`config.mk`:
```
export PLATFORM = sky130hd
export DESIGN_NAME = sm4_key_sched
export DESIGN_NICKNAME = d
export VERILOG_FILES = /design/src/design/sm4_pkg.sv /design/src/design/sm4_key_sched.sv
export VERILOG_INCLUDE_DIRS = /design/src /design/src/design
export SDC_FILE = /design/constraint.sdc
export NUM_CORES = 2
export LEC_CHECK = 0
export BUFFER_PORTS_ARGS = -buffer_cell sky130_fd_sc_hd__buf_4
export CORE_AREA = 2 2 454 456
export CTS_BUF_LIST = sky130_fd_sc_hd__clkbuf_4 sky130_fd_sc_hd__clkbuf_8
export DETAILED_ROUTE_END_ITERATION = 8
export DIE_AREA = 0 0 456 458
export GPL_TIMING_DRIVEN = 1
export PLACE_DENSITY = 0.48
export SLEW_MARGIN = 5
export SYNTH_ARGS = -nofsm -noshare
export SYNTH_HDL_FRONTEND = slang
export SYNTH_SLANG_ARGS = --single-unit
```
`constraint.sdc`:
```
create_clock -name clk -period 17.54 [get_ports clk]
set_input_delay 0.877 -clock clk [delete_from_list [all_inputs] [get_ports clk]]
set_output_delay 0.877 -clock clk [all_outputs]
set_load 0.02 [all_outputs]
```
`src/design/sm4_block_cipher_unit_defines.svh`:
```
// Assertion macros shared by the SM4 block cipher RTL.
`ifndef SM4_BLOCK_CIPHER_UNIT_DEFINES_SVH
`define SM4_BLOCK_CIPHER_UNIT_DEFINES_SVH
// Implication checked on every clock edge outside reset.
`define SM4_ASSERT_IMP(label, clk, rst_n, ante, cons) \
    label: assert property (@(posedge clk) disable iff (!rst_n) (ante) |-> (cons)) \
        else $error("assertion failed");
// Implication with the consequent checked in the cycle after the antecedent.
`define SM4_ASSERT_NEXT(label, clk, rst_n, ante, cons) \
    label: assert property (@(posedge clk) disable iff (!rst_n) (ante) |=> (cons)) \
        else $error("assertion failed");
`endif

```
`src/design/sm4_pkg.sv`:
```
// Package with types, constants and functions of the SM4 block cipher.
`default_nettype none
package sm4_pkg;
    localparam int ROUNDS = 32;
    localparam int RIDX_W = $clog2(ROUNDS);
    localparam logic [1:0] REG_KEY_HIGH = 2'd0;
    localparam logic [1:0] REG_KEY_LOW = 2'd1;
    localparam logic [1:0] REG_CIPHER_MODE = 2'd2;
    localparam logic [31:0] FK0 = 32'ha3b1bac6;
    localparam logic [31:0] FK1 = 32'h56aa3350;
    localparam logic [31:0] FK2 = 32'h677d9197;
    localparam logic [31:0] FK3 = 32'hb27022dc;

    typedef struct packed {
        logic [63:0] block_high;
        logic [63:0] block_low;
    } in_word_t;

    typedef struct packed {
        logic [63:0] result_high;
        logic [63:0] result_low;
    } out_word_t;

    typedef struct packed {
        logic [31:0] x0;
        logic [31:0] x1;
        logic [31:0] x2;
        logic [31:0] x3;
    } state_t;

    localparam logic [7:0] SBOX [256] = '{
        8'hd6,8'h90,8'he9,8'hfe,8'hcc,8'he1,8'h3d,8'hb7,8'h16,8'hb6,8'h14,8'hc2,8'h28,8'hfb,8'h2c,8'h05,
        8'h2b,8'h67,8'h9a,8'h76,8'h2a,8'hbe,8'h04,8'hc3,8'haa,8'h44,8'h13,8'h26,8'h49,8'h86,8'h06,8'h99,
        8'h9c,8'h42,8'h50,8'hf4,8'h91,8'hef,8'h98,8'h7a,8'h33,8'h54,8'h0b,8'h43,8'hed,8'hcf,8'hac,8'h62,
        8'he4,8'hb3,8'h1c,8'ha9,8'hc9,8'h08,8'he8,8'h95,8'h80,8'hdf,8'h94,8'hfa,8'h75,8'h8f,8'h3f,8'ha6,
        8'h47,8'h07,8'ha7,8'hfc,8'hf3,8'h73,8'h17,8'hba,8'h83,8'h59,8'h3c,8'h19,8'he6,8'h85,8'h4f,8'ha8,
        8'h68,8'h6b,8'h81,8'hb2,8'h71,8'h64,8'hda,8'h8b,8'hf8,8'heb,8'h0f,8'h4b,8'h70,8'h56,8'h9d,8'h35,
        8'h1e,8'h24,8'h0e,8'h5e,8'h63,8'h58,8'hd1,8'ha2,8'h25,8'h22,8'h7c,8'h3b,8'h01,8'h21,8'h78,8'h87,
        8'hd4,8'h00,8'h46,8'h57,8'h9f,8'hd3,8'h27,8'h52,8'h4c,8'h36,8'h02,8'he7,8'ha0,8'hc4,8'hc8,8'h9e,
        8'hea,8'hbf,8'h8a,8'hd2,8'h40,8'hc7,8'h38,8'hb5,8'ha3,8'hf7,8'hf2,8'hce,8'hf9,8'h61,8'h15,8'ha1,
        8'he0,8'hae,8'h5d,8'ha4,8'h9b,8'h34,8'h1a,8'h55,8'had,8'h93,8'h32,8'h30,8'hf5,8'h8c,8'hb1,8'he3,
        8'h1d,8'hf6,8'he2,8'h2e,8'h82,8'h66,8'hca,8'h60,8'hc0,8'h29,8'h23,8'hab,8'h0d,8'h53,8'h4e,8'h6f,
        8'hd5,8'hdb,8'h37,8'h45,8'hde,8'hfd,8'h8e,8'h2f,8'h03,8'hff,8'h6a,8'h72,8'h6d,8'h6c,8'h5b,8'h51,
        8'h8d,8'h1b,8'haf,8'h92,8'hbb,8'hdd,8'hbc,8'h7f,8'h11,8'hd9,8'h5c,8'h41,8'h1f,8'h10,8'h5a,8'hd8,
        8'h0a,8'hc1,8'h31,8'h88,8'ha5,8'hcd,8'h7b,8'hbd,8'h2d,8'h74,8'hd0,8'h12,8'hb8,8'he5,8'hb4,8'hb0,
        8'h89,8'h69,8'h97,8'h4a,8'h0c,8'h96,8'h77,8'h7e,8'h65,8'hb9,8'hf1,8'h09,8'hc5,8'h6e,8'hc6,8'h84,
        8'h18,8'hf0,8'h7d,8'hec,8'h3a,8'hdc,8'h4d,8'h20,8'h79,8'hee,8'h5f,8'h3e,8'hd7,8'hcb,8'h39,8'h48
    };

    function automatic logic [31:0] tau(input logic [31:0] v);
        tau = {SBOX[v[31:24]], SBOX[v[23:16]], SBOX[v[15:8]], SBOX[v[7:0]]};
    endfunction

    function automatic logic [31:0] rotl(input logic [31:0] v, input int n);
        rotl = (v << n) | (v >> (32 - n));
    endfunction

    // Cipher round transform L applied after substitution.
    function automatic logic [31:0] t_data(input logic [31:0] v);
        logic [31:0] b;
        b = tau(v);
        t_data = b ^ rotl(b, 2) ^ rotl(b, 10) ^ rotl(b, 18) ^ rotl(b, 24);
    endfunction

    // Key schedule transform L' applied after substitution.
    function automatic logic [31:0] t_key(input logic [31:0] v);
        logic [31:0] b;
        b = tau(v);
        t_key = b ^ rotl(b, 13) ^ rotl(b, 23);
    endfunction

    // CK word i: byte j from the top is (4i+j)*7 mod 256.
    function automatic logic [31:0] ck_word(input logic [RIDX_W-1:0] i);
        logic [7:0] base;
        base = {i, 2'b00} * 8'd7;
        ck_word = {base, base + 8'd7, base + 8'd14, base + 8'd21};
    endfunction
endpackage
`default_nettype wire

```
`src/design/sm4_key_sched.sv`:
```
// Key schedule: one round key per cycle into a register file, read by every round.
`default_nettype none
`include "sm4_block_cipher_unit_defines.svh"
module sm4_key_sched (
    input  wire logic        clk,
    input  wire logic        rst_n,
    input  wire logic        load,
    input  wire logic [63:0] key_high,
    input  wire logic [63:0] key_low,
    output logic             busy,
    output logic [31:0]      round_keys [sm4_pkg::ROUNDS]
);
    logic                      run_reg;
    logic [sm4_pkg::RIDX_W-1:0] idx_reg;
    sm4_pkg::state_t           k_reg;
    logic [31:0]               nk;
    logic [31:0]               rk_reg [sm4_pkg::ROUNDS];

    assign nk = k_reg.x0 ^ sm4_pkg::t_key(k_reg.x1 ^ k_reg.x2 ^ k_reg.x3
                                          ^ sm4_pkg::ck_word(idx_reg));

    always_ff @(posedge clk or negedge rst_n)
    begin
        if (!rst_n)
        begin
            run_reg <= 1'b1;
            idx_reg <= '0;
            k_reg   <= {sm4_pkg::FK0, sm4_pkg::FK1, sm4_pkg::FK2, sm4_pkg::FK3};
        end
        else if (load)
        begin
            run_reg <= 1'b1;
            idx_reg <= '0;
            k_reg   <= {key_high[63:32] ^ sm4_pkg::FK0, key_high[31:0] ^ sm4_pkg::FK1,
                        key_low[63:32] ^ sm4_pkg::FK2, key_low[31:0] ^ sm4_pkg::FK3};
        end
        else if (run_reg)
        begin
            k_reg   <= {k_reg.x1, k_reg.x2, k_reg.x3, nk};
            idx_reg <= idx_reg + 1'b1;
            if (idx_reg == sm4_pkg::RIDX_W'(sm4_pkg::ROUNDS - 1))
            begin
                run_reg <= 1'b0;
            end
        end
    end

    always_ff @(posedge clk)
    begin
        if (run_reg && !load)
        begin
            rk_reg[idx_reg] <= nk;
        end
    end

    assign busy       = run_reg;
    assign round_keys = rk_reg;

    `SM4_ASSERT_NEXT(a_load_runs, clk, rst_n, load, busy && idx_reg == '0)
    `SM4_ASSERT_NEXT(a_stop, clk, rst_n,
        run_reg && !load && idx_reg == sm4_pkg::RIDX_W'(sm4_pkg::ROUNDS - 1), !busy)
    `SM4_ASSERT_NEXT(a_idle_stays, clk, rst_n, !run_reg && !load, !busy)
endmodule
`default_nettype wire

```
# Word level (Yosys, flattened, before mapping)
# Memory sizes are Yosys's and may differ from the RTL's.
# Cells that the tools add are included.
dict set report word_totals {
  rom_bits 8192
  ram_bits 0
  latch_bits 0
  mem_count 4
  in_bits 131
  wordCells 93
  regBits 1158
}
# name depth width rd rd_clocked_by_memory_dff wr line_no
set memory_table {}
lappend memory_table {{(name not given)} 256 8 1 0 0 sm4_pkg.sv:51} ;# tau = {SBOX[v[31:24]], SBOX[v[23:16]], SBOX[v[15:8]], SBOX[v[7:0]]};
lappend memory_table {{(name not given)} 256 8 1 0 0 sm4_pkg.sv:51}
lappend memory_table {{(name not given)} 256 8 1 0 0 sm4_pkg.sv:51}
lappend memory_table {{(name not given)} 256 8 1 0 0 sm4_pkg.sv:51}
dict set report op_classes {
  reduce_logical 4
  shifts 0
  n_eq_ne 1
  n_lt_le_gt_ge 6
  div 0
  mul 1
  muxes 18
  bitwise_logic 17
  addsub 4
}
# op count
set ops {}
lappend ops {{$bwmux W1024} 1}
lappend ops {{$mux W128} 2}
lappend ops {{$xor A32 B32 Y32} 6}
lappend ops {{$demux W32 S5} 1}
lappend ops {{$mux W8} 8}
lappend ops {{$ge A9 B9 Y1 const B} 4}
lappend ops {{$not A8 Y9} 4}
lappend ops {{$mux W32} 1}
lappend ops {{$or A32 B13 Y32} 1}
lappend ops {{$or A32 B23 Y32} 1}
lappend ops {{$not A14 Y14} 2}
lappend ops {{$not A19 Y19} 1}
lappend ops {{$not A17 Y17} 1}
lappend ops {{$mux W5} 2}
lappend ops {{$add A8 B3 Y8 const B} 1}
lappend ops {{$add A8 B4 Y8 const B} 1}
lappend ops {{$add A8 B5 Y8 const B} 1}
lappend ops {{$ge A6 B6 Y1 const B} 1}
lappend ops {{$lt A6 B1 Y1 const B} 1}
lappend ops {{$mul A5 B3 Y6 const B} 1}
lappend ops {{$not A5 Y6} 1}
lappend ops {{$add A5 B1 Y5 const B} 1}
lappend ops {{$eq A5 B5 Y1 const B} 1}
lappend ops {{$mux W1} 3}
lappend ops {{3 further kinds} 4}

# Logic depth before layout (Yosys ltp)
dict set report depth {
  ltp_word 13
  depth_mapped 18
  mapped_depth_nobuf 15
}

# Least setup slack after synthesis
# No wires, ideal clock.
dict set report synth_path {
  path_kind {reg-to-reg}
  from {reg idx_reg[0] (netlist name)}
  to {reg rk_reg, in the netlist round_keys[1020], data pin}
  setup_ns 0.394
  path_buffers 2
  arrival_time_ns 5.178
  path_slack_ns 11.967
  required_ns 17.146
  path_stages_with_launch 15
  path_cell_list {dfrtp_1 fa_1 ha_1 fa_1 buf_2 xnor2_1 xnor3_1 nand2_1 clkbuf_1 a311oi_1 a2111oi_1 o32ai_2 xor2_1 xnor2_1 xnor2_1}
}
dict set report synth_via {
  elab_chain_cells 12
}
# item line_no
set synth_lines {}
lappend synth_lines {{start: declaration} sm4_key_sched.sv:14} ;# logic [sm4_pkg::RIDX_W-1:0] idx_reg;
lappend synth_lines {{start signal: assignment} sm4_key_sched.sv:40} ;# idx_reg <= idx_reg + 1'b1;
lappend synth_lines {{$mul A5 B3 Y6 (*)} sm4_pkg.sv:75} ;# base = {i, 2'b00} * 8'd7;
lappend synth_lines {{$add A8 B4 Y8} sm4_pkg.sv:76} ;# ck_word = {base, base + 8'd7, base + 8'd14, base + 8'd21};
lappend synth_lines {{$xor A32 B32 Y32 (*)} sm4_key_sched.sv:20} ;# ^ sm4_pkg::ck_word(idx_reg));
lappend synth_lines {{$not A8 Y9 (not written as such)} sm4_pkg.sv:51}
lappend synth_lines {{$mem_v2 Z256 W8} --}
lappend synth_lines {{$mux W8 (not written as such) (2 in series)} sm4_pkg.sv:51}
lappend synth_lines {{$or A32 B13 Y32} sm4_pkg.sv:55} ;# rotl = (v << n) | (v >> (32 - n));
lappend synth_lines {{$xor A32 B32 Y32} sm4_pkg.sv:69} ;# t_key = b ^ rotl(b, 13) ^ rotl(b, 23);
lappend synth_lines {{$xor A32 B32 Y32 (*)} sm4_pkg.sv:69}
lappend synth_lines {{$xor A32 B32 Y32 (*)} sm4_key_sched.sv:19} ;# assign nk = k_reg.x0 ^ sm4_pkg::t_key(k_reg.x1 ^ k_reg.x2 ^ k_reg.x3
lappend synth_lines {{net nk[28]} sm4_key_sched.sv:16} ;# logic [31:0] nk;
lappend synth_lines {{$bwmux W1024 (*)} sm4_key_sched.sv:52} ;# rk_reg[idx_reg] <= nk;
lappend synth_lines {{end signal: indexed assignment} sm4_key_sched.sv:52}
lappend synth_lines {{end: declaration} sm4_key_sched.sv:17} ;# logic [31:0] rk_reg [sm4_pkg::ROUNDS];
# The timed path passes the listed nets; every way through them passes the cells marked *. The select of a mux whose other input is x is not followed.
# A chain may end at the register's enable or synchronous reset.

# Final worst setup path
dict set report layout_path {
  from {reg idx_reg[2] (netlist name)}
  to {reg rk_reg, in the netlist round_keys[919], data pin}
}
# The elaborated chain is that of the path after synthesis.

==> impl_metrics.py <==
metrics = {
    "status": {
        "status": "completed",
    },
    "synth": {
        "syn_inst": 3950,
        "synthTopCellsByCount": "edfxtp_1 (1024), nand2_1 (337), a21oi_1 (292)",
        "ys_ff_latch": 1158,
        "synthDistinctLibCells": 92,
        "post_synth.cell_area_avg_um2": 13.1,
        "async_reset_ff_share_pct": 11.6,
        "synth_most_common_cell": "edfxtp_1",
        "synth_seq_area_share_pct": 66.2,
        "synth-main-ff-cell": "edfxtp_1",
        "syn-cell-area_um2": 51700,
        "ys_warn_count": 0,
        "yosys.area.top_type": "edfxtp_1",
        "yosys-top-cells-area": "edfxtp_1 (60%), dfrtp_1 (3.3%), dfstp_2 (3.3%)",
        "syn_nets": 4148,
        "yosys.area.top_type_share_pct": 59.5,
        "synth_edf_count": 1024,
    },
    "floorplan": {
        "die_h_um": 458,
        "ios": 1156,
        "initial_core_util_pct": 25.4,
        "die_w_um": 456,
        "rows": 166,
        "core_um2": 204000,
        "die_area_um2": 209000,
    },
    "place": {
        "place_ws_ps": 10740,
        "hpwl_um": 195000,
        "gp_congestion": 0.952,
        "io_buffer_count": 1155,
    },
    "min_path": {
        "hold_end": "k_reg[81]",
        "hold_class": "input port to register",
        "whs_path_depth": 2,
        "hp-start": "key_high[17]",
    },
    "drt": {
        "dr.pass1.iters": 6,
        "via_per_inst": 5.33,
        "num_vias": 43100,
        "ant_nets": 0,
        "drcViolationCount": 0,
        "wl_um": 278000,
        "drt_iter0_markers": 5572,
        "routedWlPerCell_um": 34.4,
    },
    "global_routing": {
        "overflow": 0,
        "grt_pass1_vias": 40900,
        "antenna_found_initial": 22,
        "grt_pass1_wl_um": 371000,
        "grt_max_degree": 148,
        "grt_util_all_layers_pct": 25.6,
    },
    "timing": {
        "fin_skew_ps": 66.2,
        "period_share_pct": 39.5,
        "rsz0062_at_grt": "false",
        "tightest_slew_ps": 1220,
        "fmaxAchievable_ghz": 0.144,
        "max_slew_margin_pct": 17.8,
        "fin_ws_ps": 10610,
        "finalMaxSlewViolations": 0,
        "fin_crit_ps": 6930,
        "hold_viol": 0,
        "setup_viol": 0,
        "tns_ps": 0,
    },
    "clock_network": {
        "cts_made_buffers": 196,
        "cts_tree": "yes",
        "h-tree-depth": 4,
        "cts_sinks": 1158,
        "cts-root-buf": "clkbuf_8",
        "postCtsSetupBuffers": 0,
        "clk_pin_slew_ps": 60,
        "cts_buffer_depth": 3,
        "worstSkewPairLatency_ps": 1000,
    },
    "worst_setup_path": {
        "path_class": "register to register",
        "r2r-start": "idx_reg[2]",
        "cp.arrival_ps": 7620,
        "start_kind": "register",
        "cpMostUsedCell": "xnor2_1",
        "crit_slowest_cell": "fa_1",
        "ff2ff_setup_slack_ps": 10610,
        "slowest_delay_ps": 920,
        "r2r_end": "round_keys[919]",
        "r2r_cells": 14,
        "required_ps": 18230,
        "crit_chain": "fa_1 > ha_1 > fa_1 > xnor2_1 > xor3_1 > nand2_1 > a221o_1 > a31oi_1 > a211o_1 > o311a_1 > xnor2_1 > xnor2_1 > xnor2_2 > buf_4",
        "worst-path-max-fanout": 27,
        "end_kind": "register",
    },
    "cells_and_area": {
        "drive_gt1_share_pct": 34.0,
        "syn_to_final_growth_pct": 33.5,
        "fill_cells": 20200,
        "largest_reg_flops": 1024,
        "nNetsFinal": 5409,
    },
    "job": {
        "maxCapViolCount": 0,
    },
}
[worst max-delay path, delay by kind of cell (launching register included)]
family	cells	cell delay, ps
DFF	1	610
buffers and inverters	1	530
AOI/OAI and AO/OA	4	1020
and+or+nand+nor	1	540
xor gates and xnor gates	5	2220
adders and majority gates	3	1670
[placed cells by master (no fill, tap or decap), types with 45 or more instances in the layout]
| cell | n |
|---|---|
| a211oi_1 | 94 |
| a21oi_1 | 292 |
| a311oi_1 | 45 |
| a31oi_1 | 72 |
| buf_4 | 1314 |
| clkbuf_4 | 61 |
| clkbuf_8 | 203 |
| clkinv_1 | 52 |
| dfrtp_1 | 69 |
| dfstp_2 | 64 |
| edfxtp_1 | 1024 |
| ha_1 | 62 |
| mux2i_1 | 63 |
| nand2_1 | 337 |
| nand3_1 | 97 |
| nor2_1 | 221 |
| nor2b_1 | 53 |
| nor3_1 | 91 |
| o211ai_1 | 45 |
| o21ai_0 | 245 |
| xnor2_1 | 80 |
[area by class of cell]
cell class              instances  area (µm²)  area share (%)
inverters                      30         113           0.163
diodes                         13        32.5          0.0472
well taps                    2688        3360            4.88
flip-flops and latches       1158       34200            49.6
multi-input cells            2464       16800            24.4
clock inverters                99         846            1.23
clock buffers                 264        3250            4.71
repair buffers               1361       10400            15.0
[stage by stage]
stage | hold WS, ps | utilization [%] | instances | instance area, µm²
after floorplan | 504 | - | 3950 | 51700
after global placement | 547 | 31.6 | 7657 | 64400
after detailed placement | 550 | 31.6 | 7657 | 64400
after CTS | 9.15 | 33.8 | 8064 | 68900
after global routing | 43.2 | 33.8 | 8071 | 69000
final | 111 | 33.9 | 8077 | 69000
[kinds of logic (layout without fill, tap and decap cells)]
| logic type | Yosys count | count (layout) | share of synthesized area, % |
|---|---|---|---|
| multiplexers | 70 | 70 | 1.48 |
| XOR/XNOR | 204 | 204 | 4.51 |
| AO/OA/AOI/OAI | 1167 | 1167 | 15.1 |
| other | 0 | 13 | 0 |
| AND/OR/NAND/NOR | 956 | 956 | 8.39 |
| flip-flops | 1158 | 1158 | 66.2 |
| buffers and inverters | 328 | 1754 | 2.69 |
| adder cells (fa/ha/maj) | 67 | 67 | 1.69 |
[how the worst max path moves through the flow]
stage,from,end,cells past startpoint
2_1_floorplan,idx_reg[0],round_keys[1020],14
3_3_place_gp,idx_reg[2],round_keys[981],13
3_5_place_dp,idx_reg[2],round_keys[503],14
4_1_cts,idx_reg[2],round_keys[919],14
5_1_grt,idx_reg[2],round_keys[919],14
6_report,idx_reg[2],round_keys[919],14
[layer usage]
layer	GRT usage [%]	vias to the layer above	share of wire, %
met3	4.68	439	7.3
met4	10.8	0	4.5
met2	43.8	2525	50
li1	-	17900	-
met5	0	-	0
met1	31.5	22200	39
[repair_timing]
item | in CTS | in global routing
hold buffers | 44 | 0
endpoints found under the hold margin | 73 | 0
resized for setup | 0 | 0
Power is left out: the tool's default activity adds up to more than one toggle a clock period on the data nets, which glitch-free logic cannot reach.
